`config.mk`:
```
export PLATFORM = sky130hd
export DESIGN_NAME = tcpa_side_cell
export DESIGN_NICKNAME = d
export VERILOG_FILES = /design/src/hdl/tcpa_pkg.sv /design/src/hdl/tcpa_side_cell.sv
export SDC_FILE = /design/constraint.sdc
export NUM_CORES = 1
export LEC_CHECK = 0
export ABC_AREA = 1
export BUFFER_PORTS_ARGS = -buffer_cell sky130_fd_sc_hd__buf_2
export CAP_MARGIN = 30
export CORE_ASPECT_RATIO = 1.25
export CORE_MARGIN = 1.5
export CORE_UTILIZATION = 50
export CTS_CLUSTER_DIAMETER = 60
export DETAILED_ROUTE_END_ITERATION = 7
export GPL_ROUTABILITY_DRIVEN = 1
export PLACE_DENSITY_LB_ADDON = 0.15
export SKIP_LAST_GASP = 1
export SLEW_MARGIN = 20
export SYNTH_ARGS = -nofsm -noshare
export SYNTH_HDL_FRONTEND = slang
export SYNTH_SLANG_ARGS = --single-unit
```
`constraint.sdc`:
```
create_clock -name clk_i -period 3.3 [get_ports clk_i]
set_clock_uncertainty 0.2 [all_clocks]
set_input_delay 0.495 -clock clk_i [delete_from_list [all_inputs] [get_ports clk_i]]
set_output_delay 0.495 -clock clk_i [all_outputs]
set_load 0.005 [all_outputs]
```
`src/hdl/tcpa_pkg.sv`:
```
package tcpa_pkg;

  // Number formats.
  localparam int COORD_BITS = 16;
  localparam int FRAC_BITS  = 8;
  localparam int FIELD_W    = 16;
  localparam int PER_W      = 27;
  localparam int AREA_W     = 39;

  // Side length square root: radicand is (dx^2 + dy^2) << 2*FRAC_BITS.
  localparam int SQ_W   = 2 * COORD_BITS + 1;
  localparam int SIDE_W = (SQ_W + 2 * FRAC_BITS + 1) / 2;
  localparam int SRAD_W = 2 * SIDE_W;
  localparam int SREM_W = SIDE_W + 3;

  // Heron product and its square root.
  localparam int HALF_W  = PER_W;
  localparam int PROD_W  = 4 * PER_W;
  localparam int AROOT_W = 2 * PER_W;
  localparam int AREM_W  = AROOT_W + 3;
  localparam int AREA_SH = 2 + FRAC_BITS;

  // Clock edges from the one that accepts a word to the one that takes its result.
  localparam int LAT = 7 + SIDE_W + AROOT_W;

  typedef struct packed {
    logic signed [FIELD_W-1:0] a_start_x;
    logic signed [FIELD_W-1:0] a_start_y;
    logic signed [FIELD_W-1:0] a_end_x;
    logic signed [FIELD_W-1:0] a_end_y;
    logic signed [FIELD_W-1:0] b_start_x;
    logic signed [FIELD_W-1:0] b_start_y;
    logic signed [FIELD_W-1:0] b_end_x;
    logic signed [FIELD_W-1:0] b_end_y;
    logic signed [FIELD_W-1:0] c_start_x;
    logic signed [FIELD_W-1:0] c_start_y;
    logic signed [FIELD_W-1:0] c_end_x;
    logic signed [FIELD_W-1:0] c_end_y;
  } tcpa_in_t;

  typedef struct packed {
    logic              is_triangle;
    logic [PER_W-1:0]  perimeter_fx;
    logic [AREA_W-1:0] area_fx;
  } tcpa_out_t;

  // State handed from one square root cell to the next.
  typedef struct packed {
    logic [SRAD_W-1:0] rad;
    logic [SREM_W-1:0] rem;
    logic [SIDE_W-1:0] root;
  } side_cell_t;

  typedef struct packed {
    logic [PROD_W-1:0]  rad;
    logic [AREM_W-1:0]  rem;
    logic [AROOT_W-1:0] root;
  } area_cell_t;

  // Reads the low COORD_BITS bits of a field as two's complement.
  function automatic logic signed [COORD_BITS-1:0] coord(input logic signed [FIELD_W-1:0] v);
    coord = COORD_BITS'(v);
  endfunction

  // Magnitude of the difference of two coordinates.
  function automatic logic [COORD_BITS-1:0] absdiff(input logic signed [COORD_BITS-1:0] p,
                                                    input logic signed [COORD_BITS-1:0] q);
    logic signed [COORD_BITS:0] d;
    d = {p[COORD_BITS-1], p} - {q[COORD_BITS-1], q};
    if (d[COORD_BITS]) begin
      d = -d;
    end
    absdiff = d[COORD_BITS-1:0];
  endfunction

endpackage

```
`src/hdl/tcpa_side_cell.sv`:
```
module tcpa_side_cell (
  input  logic                 clk_i,
  input  tcpa_pkg::side_cell_t cell_i,
  output tcpa_pkg::side_cell_t cell_o
);
  import tcpa_pkg::*;

  logic [SREM_W-1:0] rem_sh;
  logic [SREM_W-1:0] trial;
  logic              fits;
  side_cell_t        cell_d;
  side_cell_t        cell_q;

  // One result bit: bring down two radicand bits and try to subtract.
  always_comb begin
    rem_sh      = {cell_i.rem[SREM_W-3:0], cell_i.rad[SRAD_W-1 -: 2]};
    trial       = SREM_W'({cell_i.root, 2'b01});
    fits        = (rem_sh >= trial);
    cell_d.rad  = {cell_i.rad[SRAD_W-3:0], 2'b00};
    cell_d.rem  = fits ? (rem_sh - trial) : rem_sh;
    cell_d.root = {cell_i.root[SIDE_W-2:0], fits};
  end

  always_ff @(posedge clk_i) begin
    cell_q <= cell_d;
  end

  assign cell_o = cell_q;

endmodule

```
; ---- Yosys cells after proc, flatten, opt, wreduce, memory -nomap -nowiden
; Index checks and enable logic that the tools add are counted.
[totals]
out_inout_bits = 103
word_cells = 6
reg_bits = 101
input_bits = 104
[classes]
n_addsub = 1
n_lt_le_gt_ge = 1
muxes = 1
[op_table]
columns = op, n
row1 = $ge A28 B27 Y1, 1
row2 = $mux W28, 1
row3 = $sub A28 B27 Y28, 1

; ---- Depth between registers and ports, before layout
; Gate-level depths: netlist (run 1).
[logic_depth]
word_depth = 2
ltp_mapped = 15
mapped_depth_nobuf = 13

; ---- Least setup slack after synthesis (run 1)
; Ideal clock, no wire load.
[synth_path]
kind = input-to-reg
start = in cell_i[7] (netlist bit)
end = reg cell_q (netlist bit cell_o[47])
setup_ps = 114
required_time_ps = 2986
arrival_time_ps = 1830
path_slack_ps = 1157
stages = 15
path_buffers = 2
cell_sequence = inv_1 -> ha_1 -> nand2_1 -> inv_2 -> nand2_1 -> nor2_1 -> nand2_1 -> nor2_2 -> nor2_2 -> nand2_2 -> nor2_4 -> buf_6 -> buf_6 -> nand2_1 -> nand2_1
[synth_rtl]
columns = item, line
row1 = from (decl), tcpa_side_cell.sv:3  ; input tcpa_pkg::side_cell_t cell_i,
row2 = to (signal assigned), tcpa_side_cell.sv:25  ; cell_q <= cell_d;
row3 = to (decl), tcpa_side_cell.sv:12  ; side_cell_t cell_q;

==> results.toml, run 1 <==
[final_layout]
drive_above_1_share_pct = 27.0
seq_area_um2 = 2020
final_core_utilization_pct = 68.4
num_antenna_cells = 0
n_fill_cell = 785
largest_register_ffs = 101
fin_nets = 999
multi_input_comb_area_um2 = 1980
area.growth.synth_to_final_pct = 31.2

[pwr]
internal_power_w = 0.00191
max-vdd-ir-drop_mv = 0.204
share_seq_of_total_power_pct = 48.4
share_clk_of_total_power_pct = 28.1
switching_power_as_a_share_of_total_power_pct = 32.0
share_comb_of_total_power_pct = 23.5
cellLeakagePower_nw = 3.58
p_switching_w = 0.000900
power_density_nw_per_um2 = 471

[drt]
drt_first_pass_iters = 5
wire_per_inst_um = 13.7
dr_total_vias = 4569
postRouteWirelength_um = 13600
drc = 0
postRouteAntennaNets = 0
detail_route.iter0.violations = 183
detail_route.vias_per_cell = 4.60

[synth]
synthesis.instances = 649
synth_adder_area_share_pct = 7.41
synth_cell_type_count = 24
synth_area_in_compound_gates_pct = 3.16
yosysSeqAreaShare_pct = 44.3
synthXorXnorAreaFrac_pct = 2.88
post_synth.cell_area_avg_um2 = 7.03
post_synth_instance_area_um2 = 4560
synth_seq_cells = 101
yosysWarningCount = 0
combinational_family_with_the_most_area_after_synthesis = "simple AND/OR/NAND/NOR gates"
mux_contribution_to_synthesized_area_pct = 0
synth_simple_gate_area_share_pct = 29.7

[setup_path]
cp_capture_type = "flop"
worstSetupEndpoint = "cell_o[50]"
worst_setup_path_startpoint = "cell_i[9]"
path_max_fanout = 16
cp-start-kind = "input port"
cp_data_arrival_time_ns = 2.37
timing.setup.critical_path_class = "input port to flop"
critPathRequiredTime_ns = 3.38

[timing]
period_minus_slack_ns = 2.29
finalHoldViolations = 0
rsz_0062_raised_after_global_routing = "false"
setup_viol = 0
final.period_utilization_pct = 69.5
maxClockFrequency_ghz = 0.436
setup_tns_ns = 0
slew_violations = 0

[placed_design]
dp_wirelength_um = 10900
numPortBuffers = 202
place.gp.congestion = 0.894

[floorplanning]
core_region_area_um2 = 8750
initial_core_utilization_pct = 52.1
die_area_um2 = 9700
die-height_um = 110
core.rowCount = 38
fp.dieW_um = 88.4
ioPinCount = 207

[cts]
cts_made_buffers = 9
tritoncts = "built"
clock_tree.root_cell = "sky130_fd_sc_hd__clkbuf_8"
clk_pin_slew_worst_paths_ns = 0.11
cts-root-to-sink-buffers = 2
htree_levels = 3
cts.repair.resized = 0
cts_num_sinks = 101

[global_route]
grt_first_pass_wirelength_um = 20300
global_route.usage.total_pct = 27.8
grt_pass1_vias = 4443
maximum_number_of_pins_on_one_net_before_global_route_repair = 26
antenna_found_initial = 0
grt-ovfl-total = 0

[status]
status = "complete, no violations"

[job]
maxCapViolations = 0

[worst_hold_path]
hold_path.class = "input port to flop"
==> cell type report <==
cell class | count | share of cell area (%)
clock buffers | 9 | 2.07
clock inverters | 7 | 1.21
inverters | 136 | 8.54
multi-input cells | 406 | 33.0
flip-flops and latches | 101 | 33.8
well taps | 120 | 2.51
repair buffers | 214 | 18.8
==> worst min path at each step <==
stage | start | end | slack [ns] | cells after the start
CTS | cell_i[86] | cell_o[88] | 0.0009 | 1
detailed placement | cell_i[86] | cell_o[88] | 0.40 | 1
floorplan | cell_i[98] | cell_o[100] | 0.32 | 0
finish | cell_i[75] | cell_o[77] | 0.02 | 1
global route | cell_i[75] | cell_o[77] | 0.00002 | 1
global placement | cell_i[71] | cell_o[73] | 0.40 | 1
==> metal layers <==
metal	global-route usage [%]	vias up	wire, um
met3	4.50	32	1010
li1	-	2363	-
met5	0	-	0
met1	27.5	1982	4930
met4	14.7	0	529
met2	54.1	192	7110
==> power by group through the flow <==
stage	sequential (W)	clock [W]	combinational [W]
CTS	0.00136	0.000808	0.000660
global placement	0.00139	0	0.000632
floorplan	0.00141	0	0.000355
finish	0.00136	0.000791	0.000660
global route	0.00137	0.000854	0.000741
detailed placement	0.00139	0	0.000646
==> cells in the mapped netlist <==
library cell | number | area [um2]
sky130_fd_sc_hd__nor3_1 | 2 | 10.0
sky130_fd_sc_hd__nand2_2 | 1 | 6.26
sky130_fd_sc_hd__dfxtp_1 | 101 | 2020
sky130_fd_sc_hd__buf_2 | 2 | 10.0
sky130_fd_sc_hd__nand4_1 | 4 | 25.0
sky130_fd_sc_hd__nor2_2 | 4 | 25.0
sky130_fd_sc_hd__nor2_1 | 34 | 128
sky130_fd_sc_hd__ha_1 | 27 | 338
sky130_fd_sc_hd__a21oi_1 | 13 | 65.1
sky130_fd_sc_hd__buf_6 | 2 | 22.5
sky130_fd_sc_hd__conb_1 | 1 | 3.75
sky130_fd_sc_hd__buf_4 | 3 | 22.5
sky130_fd_sc_hd__xor2_1 | 5 | 43.8
sky130_fd_sc_hd__nand2_1 | 249 | 935
sky130_fd_sc_hd__inv_1 | 129 | 484
sky130_fd_sc_hd__nor2_4 | 1 | 11.3
sky130_fd_sc_hd__xnor2_1 | 10 | 87.6
sky130_fd_sc_hd__nand3b_1 | 4 | 30.0
sky130_fd_sc_hd__o21ai_0 | 4 | 20.0
sky130_fd_sc_hd__nand3_1 | 33 | 165
sky130_fd_sc_hd__o21ai_1 | 10 | 50.1
sky130_fd_sc_hd__inv_2 | 7 | 26.3
sky130_fd_sc_hd__a21oi_2 | 1 | 8.76
sky130_fd_sc_hd__nand3_2 | 2 | 20.0
==> what timing repair did <==
action,4_1_cts,5_1_grt
hold buffers,10,0
hold endpoints to repair,10,0
setup buffers,0,0
==> metrics by stage <==
stage	hold WS (ns)	power [W]	setup slack (ns)	cells	area, um2
3_3_place_gp	0.398	0.00202	0.610	967	5680
2_1_floorplan	0.323	0.00176	1.16	650	4560
3_5_place_dp	0.399	0.00203	0.605	967	5680
5_1_grt	0.0000199	0.00297	0.869	993	5980
4_1_cts	0.000923	0.00283	1.02	993	5980
6_report	0.0159	0.00281	1.01	993	5980
==> critical path: stages <==
cell	delay, ns
sky130_fd_sc_hd__buf_2	0.09
sky130_fd_sc_hd__inv_1	0.04
sky130_fd_sc_hd__ha_1	0.34
sky130_fd_sc_hd__nand2_1	0.14
sky130_fd_sc_hd__inv_2	0.05
sky130_fd_sc_hd__nand2_1	0.06
sky130_fd_sc_hd__nand2_1	0.10
sky130_fd_sc_hd__inv_1	0.08
sky130_fd_sc_hd__nand3_2	0.14
sky130_fd_sc_hd__nand2_1	0.14
sky130_fd_sc_hd__nand3_2	0.35
sky130_fd_sc_hd__nand3_1	0.27
sky130_fd_sc_hd__nand2_1	0.07
==> cell usage in the layout (no fill, tap or decap), types with 2 or more instances in the layout <==
cell | netlist | final
sky130_fd_sc_hd__inv_6 | 0 | 2
sky130_fd_sc_hd__nand3_1 | 33 | 33
sky130_fd_sc_hd__xnor2_1 | 10 | 10
sky130_fd_sc_hd__nor3_1 | 2 | 2
sky130_fd_sc_hd__o21ai_1 | 10 | 10
sky130_fd_sc_hd__inv_1 | 129 | 129
sky130_fd_sc_hd__buf_2 | 2 | 202
sky130_fd_sc_hd__inv_2 | 7 | 7
sky130_fd_sc_hd__clkbuf_8 | 0 | 9
sky130_fd_sc_hd__nor2_2 | 4 | 4
sky130_fd_sc_hd__inv_8 | 0 | 2
sky130_fd_sc_hd__nand3b_1 | 4 | 4
sky130_fd_sc_hd__conb_1 | 1 | 2
sky130_fd_sc_hd__dlygate4sd3_1 | 0 | 10
sky130_fd_sc_hd__nand3_2 | 2 | 2
sky130_fd_sc_hd__nor2_1 | 34 | 34
sky130_fd_sc_hd__xor2_1 | 5 | 5
sky130_fd_sc_hd__nand2_1 | 249 | 249
sky130_fd_sc_hd__ha_1 | 27 | 27
sky130_fd_sc_hd__dfxtp_1 | 101 | 101
sky130_fd_sc_hd__nand4_1 | 4 | 4
sky130_fd_sc_hd__a21oi_1 | 13 | 13
sky130_fd_sc_hd__o21ai_0 | 4 | 4
sky130_fd_sc_hd__buf_4 | 3 | 2
==> kinds of logic after synthesis <==
family,Yosys count
fa+ha+maj,27
compound gates,28
xor+xnor,15
simple gates,334
buf+inv,143
other cells,1
flops,101
(Power assumes the default switching activity.)
==> run 2: changes to the inputs <==
Settings changed: ABC_AREA 1 to 0, CORE_UTILIZATION 50 to 46.
Clock period 3.3 ns to 2.2 ns, I/O delays scaled along.
==> results.toml, run 2 <==
[status]
status = "finished, violations left"
violations = "setup timing"

[drt]
drt_first_pass_iters = 5
detail_route.iter0.violations = 352
postRouteWirelength_um = 18700
drc = 0
wire_per_inst_um = 20.2
dr_total_vias = 5028
detail_route.vias_per_cell = 5.42
postRouteAntennaNets = 0

[timing]
final.period_utilization_pct = 106
period_minus_slack_ns = 2.33
maxClockFrequency_ghz = 0.430
setup_viol = 22
rsz_0062_raised_after_global_routing = "true"
setup_tns_ns = -1.03
finalHoldViolations = 0
slew_violations = 0
timing.final.ws_setup_ns = -0.125

[synth]
post_synth_instance_area_um2 = 4120
synth_top_area_cell = "sky130_fd_sc_hd__dfxtp_1"
post_synth.cell_area_avg_um2 = 9.86
synth.top_cells.by_count = "sky130_fd_sc_hd__dfxtp_1 (101), sky130_fd_sc_hd__a21oi_1 (42), sky130_fd_sc_hd__inv_1 (31), sky130_fd_sc_hd__nor2_1 (31), sky130_fd_sc_hd__ha_1 (27)"
asr_flop_ratio_synth_pct = 0
yosysSeqAreaShare_pct = 49.1
ys.flop_type = "sky130_fd_sc_hd__dfxtp_1"
synthDominantCellAreaShare_pct = 49.1
synth_area_leaders = "sky130_fd_sc_hd__dfxtp_1 (49%), sky130_fd_sc_hd__ha_1 (8.2%), sky130_fd_sc_hd__a21oi_1 (5.1%)"
yosysWarningCount = 0
synth_cell_type_count = 63
synth_seq_cells = 101
synth_edf_count = 0
synthesis.instances = 418
post-synth-top-count-cell = "sky130_fd_sc_hd__dfxtp_1"

[final_layout]
drive_above_1_share_pct = 51.5
largest_register_ffs = 101
fin_nets = 933
area.growth.synth_to_final_pct = 82.4
layout.cells.most_common_list = "sky130_fd_sc_hd__buf_2 (196), sky130_fd_sc_hd__buf_4 (108), sky130_fd_sc_hd__dfxtp_1 (101)"
final_common_cell = "sky130_fd_sc_hd__buf_2"
final_core_utilization_pct = 86.4

[setup_path]
cp_data_arrival_time_ns = 2.43
cp-start-kind = "input port"
cp_capture_type = "flop"
timing.setup.critical_path_class = "input port to flop"
critPathRequiredTime_ns = 2.31
path_max_fanout = 7

[floorplanning]
core_region_area_um2 = 8700
ioPinCount = 207
die-height_um = 109
die_area_um2 = 9540
core.rowCount = 38
fp.dieW_um = 87.7
initial_core_utilization_pct = 47.4

[pwr]
switching_power_as_a_share_of_total_power_pct = 31.4
cellLeakagePower_nw = 3.59
power_density_nw_per_um2 = 643
share_seq_of_total_power_pct = 42.9
share_comb_of_total_power_pct = 33.7
share_clk_of_total_power_pct = 23.4
max-vdd-ir-drop_mv = 0.429
internal_power_w = 0.00331
p_switching_w = 0.00152

[cts]
cts-root-to-sink-buffers = 2
clk_pin_slew_worst_paths_ns = 0.11
clock_tree.root_cell = "sky130_fd_sc_hd__clkbuf_8"
htree_levels = 3
cts_made_buffers = 9
cts_num_sinks = 101
tritoncts = "built"

[global_route]
grt-ovfl-total = 0
antenna_found_initial = 1
grt_first_pass_wirelength_um = 23200
maximum_number_of_pins_on_one_net_before_global_route_repair = 18
grt_pass1_vias = 4755
global_route.usage.total_pct = 32.0

[placed_design]
numPortBuffers = 202
dp_wirelength_um = 9380
place.gp.congestion = 0.841
pre_cts_ws_ns = -0.465

[job]
maxCapViolations = 0

[worst_hold_path]
hold_path.class = "input port to flop"
[run 2: cell types whose count changed after synthesis, sizes merged, moves of 5 or more]
cell,before,now
inv,136,31
nor2,39,31
nand4,4,10
mux2,0,5
a21oi,14,44
buf,7,21
and3,0,5
nand3,35,3
o21a,0,11
a211oi,0,6
nand2,250,25
[run 2: worst max-delay path, cell delays in order]
cell and delay, ns:
sky130_fd_sc_hd__buf_2 0.13, sky130_fd_sc_hd__inv_1 0.08, sky130_fd_sc_hd__ha_1 0.28, sky130_fd_sc_hd__nor2b_4 0.23
sky130_fd_sc_hd__o31ai_4 0.12, sky130_fd_sc_hd__a21oi_4 0.24, sky130_fd_sc_hd__o21ai_2 0.11, sky130_fd_sc_hd__o31ai_4 0.31
sky130_fd_sc_hd__buf_6 0.20, sky130_fd_sc_hd__buf_4 0.16, sky130_fd_sc_hd__nor2_1 0.05, sky130_fd_sc_hd__a21oi_1 0.18
[run 2: repair_timing]
action | in CTS | in global routing
pin swaps | 2 | 27
hold buffers | 77 | 0
endpoints found under the setup margin | 7 | 24
setup buffers | 0 | 13
resized for setup | 3 | 45
endpoints found under the hold margin | 77 | 0
[run 2: final cells by class]
| type | count | area [um2] |
|---|---|---|
| inverters | 31 | 134 |
| diodes | 1 | 2.50 |
| clock inverters | 5 | 35.0 |
| multi-input cells | 264 | 2290 |
| clock buffers | 10 | 138 |
| fillers | 439 | 1190 |
| flip-flops and latches | 101 | 2020 |
| repair buffers | 395 | 2750 |
| well taps | 120 | 150 |
[run 2: cells by family after synthesis]
family,synth area share (%)
and+or+nand+nor,11.0
DFF,49.1
muxes,1.55
buffers and inverters,6.32
adders and majority gates,8.20
xor gates and xnor gates,4.25
AOI/OAI and AO/OA,19.6
other,0.0910
[run 2: metal layers]
metal	vias up	track usage, %	wire [um]
li1	2219	-	-
met4	0	17.7	1240
met3	119	5.60	1570
met2	330	62.9	9880
met1	2360	30.5	6000
met5	-	0	0
[run 2: power groups by stage]
stage / clock, W / combinational (W) / sequential [W]
final: 0.00113 / 0.00163 / 0.00207
after global routing: 0.00120 / 0.00173 / 0.00208
after floorplan: 0 / 0.000639 / 0.00212
after global placement: 0 / 0.00125 / 0.00209
after CTS: 0.00109 / 0.00139 / 0.00205
after detailed placement: 0 / 0.00127 / 0.00209
[run 2: worst paths after layout]
kind	end	cells past startpoint	from
worst min-delay path	cell_o[51]	3	cell_i[49]
worst max-delay path	cell_o[32]	12	cell_i[101]
[run 2: stage by stage]
stage	area, um2	cells	power (W)	hold WS (ns)
3_3_place_gp	6230	821	0.00334	0.232
5_1_grt	7510	926	0.00501	0.0236
3_5_place_dp	6230	821	0.00336	0.234
2_1_floorplan	4480	419	0.00276	0.158
4_1_cts	7190	913	0.00453	0.00378
6_report	7510	927	0.00483	0.0196
